==> config.mk <==
export PLATFORM = sky130hd
export DESIGN_NAME = hsv_to_rgb_integer_flat
export DESIGN_NICKNAME = d
export VERILOG_FILES = /design/src/sv/h2r_pkg.sv /design/src/sv/h2r_in_if.sv /design/src/sv/h2r_out_if.sv /design/src/sv/h2r_front.sv /design/src/sv/h2r_back.sv /design/src/sv/hsv_to_rgb_integer.sv /design/src/flat_wrapper.sv
export SDC_FILE = /design/constraint.sdc
export NUM_CORES = 1
export LEC_CHECK = 0
export BUFFER_PORTS_ARGS = -buffer_cell sky130_fd_sc_hd__buf_2
export CAP_MARGIN = 10
export CORE_ASPECT_RATIO = 1.5
export CORE_MARGIN = 2
export CORE_UTILIZATION = 40
export CTS_BUF_LIST = sky130_fd_sc_hd__clkbuf_16
export DETAILED_ROUTE_END_ITERATION = 10
export GPL_ROUTABILITY_DRIVEN = 0
export PLACE_DENSITY_LB_ADDON = 0.08
export SYNTH_ARGS = -nofsm -noshare
export SYNTH_HDL_FRONTEND = slang
export SYNTH_SLANG_ARGS = --single-unit
==> constraint.sdc <==
create_clock -name clk_i -period 12.82 [get_ports clk_i]
set_clock_uncertainty 0.15 [all_clocks]
set_input_delay 0 -clock clk_i [delete_from_list [all_inputs] [get_ports clk_i]]
set_output_delay 0 -clock clk_i [all_outputs]
set_load 0.005 [all_outputs]
==> src/sv/h2r_pkg.sv <==
// ----------------------------------------------------------------------------
// h2r_pkg
// Shared types, constants and helpers of the HSV to RGB converter pipeline.
// ----------------------------------------------------------------------------
package h2r_pkg;

  // Chain length; an index at or above it is rejected.
  localparam int unsigned NUM_LEDS = 256;
  localparam logic [16:0] NumLedsW = 17'(NUM_LEDS);

  localparam logic [10:0] HUE_LIMIT  = 11'd1536;
  localparam logic [8:0]  FULL_LEVEL = 9'd255;

  // Hue sectors (hue / 256)
  localparam logic [2:0] SEC_RED_YEL = 3'd0;
  localparam logic [2:0] SEC_YEL_GRN = 3'd1;
  localparam logic [2:0] SEC_GRN_CYN = 3'd2;
  localparam logic [2:0] SEC_CYN_BLU = 3'd3;
  localparam logic [2:0] SEC_BLU_MAG = 3'd4;

  typedef struct packed {
    logic [7:0]  led_index;
    logic [10:0] hue;
    logic [8:0]  saturation;
    logic [8:0]  brightness;
  } in_t;

  typedef struct packed {
    logic [7:0] led_out;
    logic [7:0] red;
    logic [7:0] green;
    logic [7:0] blue;
    logic       write_enable;
  } out_t;

  // Fields carried along every stage
  typedef struct packed {
    logic       valid;
    logic [7:0] led;
    logic       we;
    logic       grey;
    logic [2:0] sector;
    logic [7:0] val;
  } ctl_t;

  // After the first multiply
  typedef struct packed {
    ctl_t        ctl;
    logic [15:0] p_lo;
    logic [15:0] p_up;
    logic [15:0] p_dn;
  } s1_t;

  // After the first divide
  typedef struct packed {
    ctl_t       ctl;
    logic [7:0] lo;
    logic [7:0] q_up;
    logic [7:0] q_dn;
  } s2_t;

  // After the second multiply
  typedef struct packed {
    ctl_t        ctl;
    logic [7:0]  lo;
    logic [15:0] p_up;
    logic [15:0] p_dn;
  } s3_t;

  // Truncating x / 255, exact for any product of two 8-bit levels.
  function automatic logic [7:0] div255(logic [15:0] x);
    logic [16:0] s;
    s = {1'b0, x} + {9'd0, x[15:8]} + 17'd1;
    return s[15:8];
  endfunction

endpackage

==> src/sv/h2r_in_if.sv <==
// ----------------------------------------------------------------------------
// h2r_in_if
// Valid/ready channel carrying one HSV request per transaction.
// ----------------------------------------------------------------------------
interface h2r_in_if;
  logic         valid;
  logic         ready;
  h2r_pkg::in_t payload;

  modport source (output valid, output payload, input ready);
  modport sink   (input valid, input payload, output ready);
endinterface

==> src/sv/h2r_out_if.sv <==
// ----------------------------------------------------------------------------
// h2r_out_if
// Valid/ready channel carrying one RGB result per transaction.
// ----------------------------------------------------------------------------
interface h2r_out_if;
  logic          valid;
  logic          ready;
  h2r_pkg::out_t payload;

  modport source (output valid, output payload, input ready);
  modport sink   (input valid, input payload, output ready);
endinterface

==> src/sv/h2r_front.sv <==
// ----------------------------------------------------------------------------
// h2r_front
// Stages 1 and 2: range checks and first products, then division by 255.
// ----------------------------------------------------------------------------
module h2r_front (
  input  logic           clk_i,
  input  logic           rst_ni,
  input  logic           adv_i,
  input  logic           valid_i,
  input  h2r_pkg::in_t   data_i,
  output h2r_pkg::s2_t   s2_o
);

  h2r_pkg::s1_t s1_d, s1_q;
  h2r_pkg::s2_t s2_d, s2_q;

  logic [7:0] sat8, rem8;

  always_comb begin
    sat8 = data_i.saturation[7:0];
    rem8 = data_i.hue[7:0];
    s1_d.ctl.valid  = valid_i;
    s1_d.ctl.led    = data_i.led_index;
    s1_d.ctl.we     = (data_i.hue < h2r_pkg::HUE_LIMIT)
                   && (data_i.saturation <= h2r_pkg::FULL_LEVEL)
                   && (data_i.brightness <= h2r_pkg::FULL_LEVEL)
                   && ({9'd0, data_i.led_index} < h2r_pkg::NumLedsW);
    s1_d.ctl.grey   = (sat8 == 8'd0);
    s1_d.ctl.sector = data_i.hue[10:8];
    s1_d.ctl.val    = data_i.brightness[7:0];
    s1_d.p_lo = 16'(data_i.brightness[7:0]) * 16'(8'd255 - sat8);
    s1_d.p_up = 16'(sat8) * 16'(rem8);
    s1_d.p_dn = 16'(sat8) * 16'(8'd255 - rem8);
  end

  always_comb begin
    s2_d.ctl  = s1_q.ctl;
    s2_d.lo   = h2r_pkg::div255(s1_q.p_lo);
    s2_d.q_up = h2r_pkg::div255(s1_q.p_up);
    s2_d.q_dn = h2r_pkg::div255(s1_q.p_dn);
  end

  always_ff @(posedge clk_i or negedge rst_ni) begin
    if (!rst_ni) begin
      s1_q <= '0;
      s2_q <= '0;
    end else if (adv_i) begin
      s1_q <= s1_d;
      s2_q <= s2_d;
    end
  end

  assign s2_o = s2_q;

  // An out-of-range hue never reaches stage 1 flagged for writing.
  a_hue_reject: assert property (@(posedge clk_i) disable iff (!rst_ni)
    adv_i && valid_i && (data_i.hue >= h2r_pkg::HUE_LIMIT) |=> !s1_q.ctl.we)
    else $error("out-of-range hue marked for write");

  // The minimum level never exceeds the value level.
  a_lo_bound: assert property (@(posedge clk_i) disable iff (!rst_ni)
    s2_q.ctl.valid && s2_q.ctl.we |-> s2_q.lo <= s2_q.ctl.val)
    else $error("min level above value");

endmodule

==> src/sv/h2r_back.sv <==
// ----------------------------------------------------------------------------
// h2r_back
// Stages 3 and 4: scale by value, divide by 255, assign levels by sector.
// ----------------------------------------------------------------------------
module h2r_back (
  input  logic          clk_i,
  input  logic          rst_ni,
  input  logic          adv_i,
  input  h2r_pkg::s2_t  s2_i,
  output logic          valid_o,
  output h2r_pkg::out_t data_o
);

  h2r_pkg::s3_t  s3_d, s3_q;
  h2r_pkg::out_t out_d, out_q;
  logic          valid_q;

  logic [7:0] hi, lo, up, dn;
  logic [7:0] r, g, b;

  always_comb begin
    s3_d.ctl  = s2_i.ctl;
    s3_d.lo   = s2_i.lo;
    s3_d.p_up = 16'(s2_i.ctl.val) * 16'(s2_i.q_up);
    s3_d.p_dn = 16'(s2_i.ctl.val) * 16'(s2_i.q_dn);
  end

  always_comb begin
    hi = s3_q.ctl.val;
    lo = s3_q.lo;
    up = h2r_pkg::div255(s3_q.p_up);
    dn = h2r_pkg::div255(s3_q.p_dn);
    unique case (s3_q.ctl.sector)
      h2r_pkg::SEC_RED_YEL: begin r = hi; g = up; b = lo; end
      h2r_pkg::SEC_YEL_GRN: begin r = dn; g = hi; b = lo; end
      h2r_pkg::SEC_GRN_CYN: begin r = lo; g = hi; b = up; end
      h2r_pkg::SEC_CYN_BLU: begin r = lo; g = dn; b = hi; end
      h2r_pkg::SEC_BLU_MAG: begin r = up; g = lo; b = hi; end
      default:              begin r = hi; g = lo; b = dn; end
    endcase
    if (s3_q.ctl.grey) begin
      r = hi;
      g = hi;
      b = hi;
    end
    if (!s3_q.ctl.we) begin
      r = 8'd0;
      g = 8'd0;
      b = 8'd0;
    end
    out_d.led_out      = s3_q.ctl.led;
    out_d.red          = r;
    out_d.green        = g;
    out_d.blue         = b;
    out_d.write_enable = s3_q.ctl.we;
  end

  always_ff @(posedge clk_i or negedge rst_ni) begin
    if (!rst_ni) begin
      s3_q    <= '0;
      valid_q <= 1'b0;
    end else if (adv_i) begin
      s3_q    <= s3_d;
      valid_q <= s3_q.ctl.valid;
    end
  end

  always_ff @(posedge clk_i) begin
    if (adv_i) begin
      out_q <= out_d;
    end
  end

  assign valid_o = valid_q;
  assign data_o  = out_q;

endmodule

==> src/sv/hsv_to_rgb_integer.sv <==
// ----------------------------------------------------------------------------
// hsv_to_rgb_integer
// Integer HSV to 8-bit RGB converter for an addressable LED chain.
// ----------------------------------------------------------------------------
// Usage:
//   in_i  carries one request per transaction: LED index, hue (0..1535 in six
//         sectors of 256), saturation and brightness (0..255 each).
//   out_o returns one result per request, in order: the index, red, green,
//         blue and write_enable. Out-of-range fields give write_enable = 0
//         and black; the index is always passed through.
//   Four register stages: a result is valid on out_o after its input
//   transaction has passed multiply, divide by 255, multiply by value, divide
//   and sector select. Throughput is one item per cycle while out_o is not
//   stalled with a result waiting.
//   The whole pipeline advances together: when out_o is stalled with a
//   result waiting, every stage holds and in_i.ready drops, so nothing is
//   lost or repeated. Empty stages are filled as long as out_o is free.
//   Reset clears all stage valid bits; no result is pending after reset.
// ----------------------------------------------------------------------------
module hsv_to_rgb_integer (
  input  logic       clk_i,
  input  logic       rst_ni,
  h2r_in_if.sink     in_i,
  h2r_out_if.source  out_o
);

  logic         adv;
  h2r_pkg::s2_t s2;
  logic         out_valid;

  assign adv      = !out_valid || out_o.ready;
  assign in_i.ready = adv;

  h2r_front u_front (
    .clk_i   (clk_i),
    .rst_ni  (rst_ni),
    .adv_i   (adv),
    .valid_i (in_i.valid),
    .data_i  (in_i.payload),
    .s2_o    (s2)
  );

  h2r_back u_back (
    .clk_i   (clk_i),
    .rst_ni  (rst_ni),
    .adv_i   (adv),
    .s2_i    (s2),
    .valid_o (out_valid),
    .data_o  (out_o.payload)
  );

  assign out_o.valid = out_valid;

  // A rejected request always reports black.
  a_reject_black: assert property (@(posedge clk_i) disable iff (!rst_ni)
    out_valid && !out_o.payload.write_enable |->
      (out_o.payload.red == 8'd0) && (out_o.payload.green == 8'd0)
      && (out_o.payload.blue == 8'd0))
    else $error("rejected request with nonzero color");

  // A stalled result is not dropped by the pipeline.
  a_stall_hold: assert property (@(posedge clk_i) disable iff (!rst_ni)
    out_valid && !out_o.ready |=> out_valid)
    else $error("result dropped during stall");

  // The input side is held off exactly while a result is stalled.
  a_backpressure: assert property (@(posedge clk_i) disable iff (!rst_ni)
    !in_i.ready |-> out_valid && !out_o.ready)
    else $error("input stalled without output stall");

endmodule
==> src/flat_wrapper.sv <==
// flat-port wrapper written by rule: the top's interface ports become plain ports
module hsv_to_rgb_integer_flat 
  (clk_i, rst_ni, in_i_valid, in_i_payload, in_i_ready, out_o_valid, out_o_payload, out_o_ready);
  h2r_in_if in_i_i ();
  h2r_out_if out_o_i ();
  input  logic clk_i;
  input  logic rst_ni;
  input wire logic [$bits(in_i_i.valid)-1:0] in_i_valid;
  input wire logic [$bits(in_i_i.payload)-1:0] in_i_payload;
  output wire logic [$bits(in_i_i.ready)-1:0] in_i_ready;
  output wire logic [$bits(out_o_i.valid)-1:0] out_o_valid;
  output wire logic [$bits(out_o_i.payload)-1:0] out_o_payload;
  input wire logic [$bits(out_o_i.ready)-1:0] out_o_ready;
  assign in_i_i.valid = in_i_valid;
  assign in_i_i.payload = in_i_payload;
  assign in_i_ready = in_i_i.ready;
  assign out_o_valid = out_o_i.valid;
  assign out_o_payload = out_o_i.payload;
  assign out_o_i.ready = out_o_ready;
  hsv_to_rgb_integer u_core (.clk_i(clk_i), .rst_ni(rst_ni), .in_i(in_i_i), .out_o(out_o_i));
endmodule
==> qor.csv <==
metric,value,unit
run status,"finished, violations left",
failing checks,negative hold slack,
Peak Freq,0.211,GHz
die area,53900,um2
Routed Antenna Nets,0,
CTS tree,yes,
synthesized area,20800,um2
register share of total power,21.9,%
Worst path most repeated cell,fa_1,
final hold slack,-21.0,ps
"EDFF count, synth",33,
Power Total,6.61,mW
ys flop type,dfrtp_1,
Multi-input gate area,13900,um2
Pins Over Slew Limit,0,
first-pass GRT wire length,86.9,mm
Mapped Nets,2783,
Initial Utilization,40.4,%
DRT Pass-1 Iters,5,
crit path capture type,flip-flop,
RSZ-0062 raised after global routing,no,
Power Density,290,nW/um2
Crit path arrival time,5080,ps
Combinational Power Share,68.6,%
clk_lat worst skew,550,ps
Finished Layout Cells,3078,
post-route minimum period,4740,ps
R2R Path Start,u_core.u_front.s2_o[25],
share of cells above drive strength 1,5.66,%
Fin. Hold Viols,7,
num rows,102,
Core Box Area,51600,um2
Sw Ratio,49.6,%
R2R Path End,u_core.u_back.s3_q[13],
drt drc,0,
largest cells by area after synthesis,"dfrtp_1 (22%), fa_1 (18%), ha_1 (13%)",
# setup viols final,0,
H-tree depth,1,
Internal,3.33,mW
cells after synthesis,2341,
"Slowest-stage cell, CP",dfrtp_1,
setup repair bufs after CTS,0,
I/O pin cnt,76,
met2 Use GR,37.7,%
crit-path max FO,18,
placed cell areas,21800,um2
clock share of power,9.6,%
area grow syn2layout,9.38,%
top-area cell type share of the netlist area,21.5,%
final cycle utilization of the critical path,36.9,%
CTS buffer count,22,
Startpoint Class,flip-flop,
Pleak,11.3,nW
WS Path Type,reg2reg,
FF+latch area,5470,um2
clock net sink count,212,
number of DRC markers in iteration 0,662,
fillcell total,5239,
drt wl/cell,16.8,um
met3 Use GR,1.69,%
Tot GR Track Use,19.8,%
Final Cell Area,22800,um2
"FFs w/ async S/R, synth",84.4,%
met1 Track Usage GR,22.9,%
initial antenna violation count,0,
DRT Wirelength,51.7,mm
post-synth cell types,77,
Total Nets Final,2828,
clk root buf,clkbuf_16,
worst path required time,13160,ps
HP Class,in2async,
"Reg clk slew, reported paths",70,ps
routed vias,15786,
Die Ht,283,um
gr busiest metal,met2,
sequential-to-total area share from yosys stat,26.3,%
Vias/cell,5.13,
total of max-cap violations,0,
vias in the first global route,16758,
worst ir drop on vdd,0.182,mV
antenna cells,0,
grt ovf,0,
DP Cell Count,3011,
worst-case clock buffer depth,3,
Syn Area/Cell,8.89,um2
slew at the pin with the worst max-slew slack,1020,ps
chip width,190,um
fin util,44.2,%
"flops & latches, synth",212,
R2R setup slack,8080,ps
Fin Setup TNS,0,ps
yosys warns,0,
pin count of the biggest net entering global routing,137,
cell taking the most area after synthesis,dfrtp_1,
Slew HR,31.9,%
Buffers on Ports,75,
Net Sw Power,3.28,mW
dpl hpwl,39.4,mm
FF-to-FF path depth,14,
Max stage delay on crit path,740,ps
cell-by-cell trace of the critical path,nand2_1 > fa_1 > fa_1 > inv_1 > fa_1 > inv_1 > fa_1 > inv_1 > ha_1 > o21ai_0 > a21oi_1 > o211ai_1 > a2111oi_0 > nand3b_1,
layout by cell type, fill, tap and decap left out, types with 24 or more instances in the layout:
cell type | synthesis | final
nand3_1 | 37 | 37
inv_1 | 300 | 305
xor2_1 | 27 | 27
ha_1 | 219 | 219
dfrtp_1 | 179 | 179
buf_2 | 1 | 74
nand2b_1 | 51 | 51
nor2_1 | 78 | 78
nor2b_1 | 98 | 97
fa_1 | 182 | 182
nor3_1 | 25 | 25
nand2_1 | 395 | 395
clkbuf_16 | 0 | 24
dlygate4sd3_1 | 0 | 27
a21oi_1 | 101 | 101
edfxtp_1 | 33 | 33
o21ai_0 | 79 | 79
xnor2_1 | 40 | 40
and2_1 | 162 | 162
area by class of cell:
cell class | count | share of cell area, %
Clock inverter | 16 | 0.478
Inverter | 300 | 4.98
Multi-Input combinational cell | 1739 | 61.0
Sequential cell | 212 | 24.0
Clock buffer | 24 | 2.64
Tap cell | 676 | 3.71
Timing Repair Buffer | 111 | 3.17
power groups by stage:
stage / Sequential [mW] / Combinational (mW) / Clock [mW]
floorplan: 1.26 / 3.56 / 0
global placement: 1.46 / 4.51 / 0
detailed placement: 1.47 / 4.57 / 0
CTS: 1.45 / 4.62 / 0.654
global route: 1.50 / 5.25 / 0.682
finish: 1.45 / 4.53 / 0.631
worst max-delay path: cells and delay by family (launching register included):
kind                       cells  cell delay (ps)
adders and majority gates      5             2290
AOI/OAI and AO/OA              4             1040
DFF                            1              740
and+or+nand+nor                2              320
buffers and inverters          3              140
stage by stage:
step / setup WS (ps) / hold slack (ps)
2_1_floorplan: 8450 / -446
3_3_place_gp: 8130 / 45.5
3_5_place_dp: 8080 / 50.8
4_1_cts: 8070 / 7.85
5_1_grt: 7820 / 32.5
6_report: 8080 / -21.0
Yosys cell counts, drive strengths merged, types with 8 or more instances:
| library cell | instances |
|---|---|
| a211oi | 24 |
| a21o | 20 |
| a21oi | 105 |
| a221oi | 9 |
| a31oi | 8 |
| and2 | 163 |
| and3 | 10 |
| buf | 10 |
| clkbuf | 80 |
| dfrtp | 179 |
| edfxtp | 33 |
| fa | 182 |
| ha | 219 |
| inv | 300 |
| nand2 | 395 |
| nand2b | 51 |
| nand3 | 37 |
| nor2 | 78 |
| nor2b | 98 |
| nor3 | 25 |
| nor3b | 12 |
| o211ai | 9 |
| o21a | 16 |
| o21ai | 83 |
| o21bai | 10 |
| o31ai | 8 |
| or4 | 8 |
| xnor2 | 40 |
| xor2 | 28 |
layer usage:
metal  vias up  part of all wire [%]
li1       7716                     -
met1      7736                    41
met2       243                    54
met3        91                   2.4
met4         0                   3.4
met5         -                     0
worst max path at each step:
stage,end,slack (ps),start
6_report,u_core.u_back.s3_q[13],8080,u_core.u_front.s2_o[25]
5_1_grt,u_core.u_back.s3_q[31],7820,u_core.u_front.s2_o[25]
4_1_cts,u_core.u_back.s3_q[13],8070,u_core.u_front.s2_o[29]
3_5_place_dp,u_core.u_back.s3_q[13],8080,u_core.u_front.s2_o[29]
3_3_place_gp,u_core.u_back.s3_q[31],8130,u_core.u_front.s2_o[25]
2_1_floorplan,u_core.u_back.s3_q[31],8450,u_core.u_front.s2_o[29]
cells by family (layout without fill, tap and decap cells):
| logic type | after synthesis | in the layout | synth area share (%) |
|---|---|---|---|
| AO/OA/AOI/OAI | 351 | 351 | 11.2 |
| XOR/XNOR | 68 | 68 | 2.90 |
| buffers and inverters | 390 | 451 | 7.04 |
| AND/OR/NAND/NOR | 916 | 916 | 21.8 |
| adder cells (fa/ha/maj) | 401 | 401 | 30.7 |
| multiplexers | 3 | 3 | 0.144 |
| flip-flops | 212 | 212 | 26.3 |
state kept, by name, summed over array words and instances (netlist names):
signal                 count
u_core.u_back.out_d        9
u_core.u_back.s3_q        37
u_core.u_back.data_o      33
u_core.u_front.s2_o       46
u_core.u_front.s1_q       70
u_core.u_back.lo           8
u_core.u_back.hi           8
u_core.u_back.valid_o      1
what timing repair did:
item / in CTS / in global routing
hold endpoints to repair: 140 / 0
hold buffers: 27 / 0
setup endpoints to repair: 0 / 0
gates resized for setup: 0 / 0
Note: power is estimated with default switching activity, not from simulation.
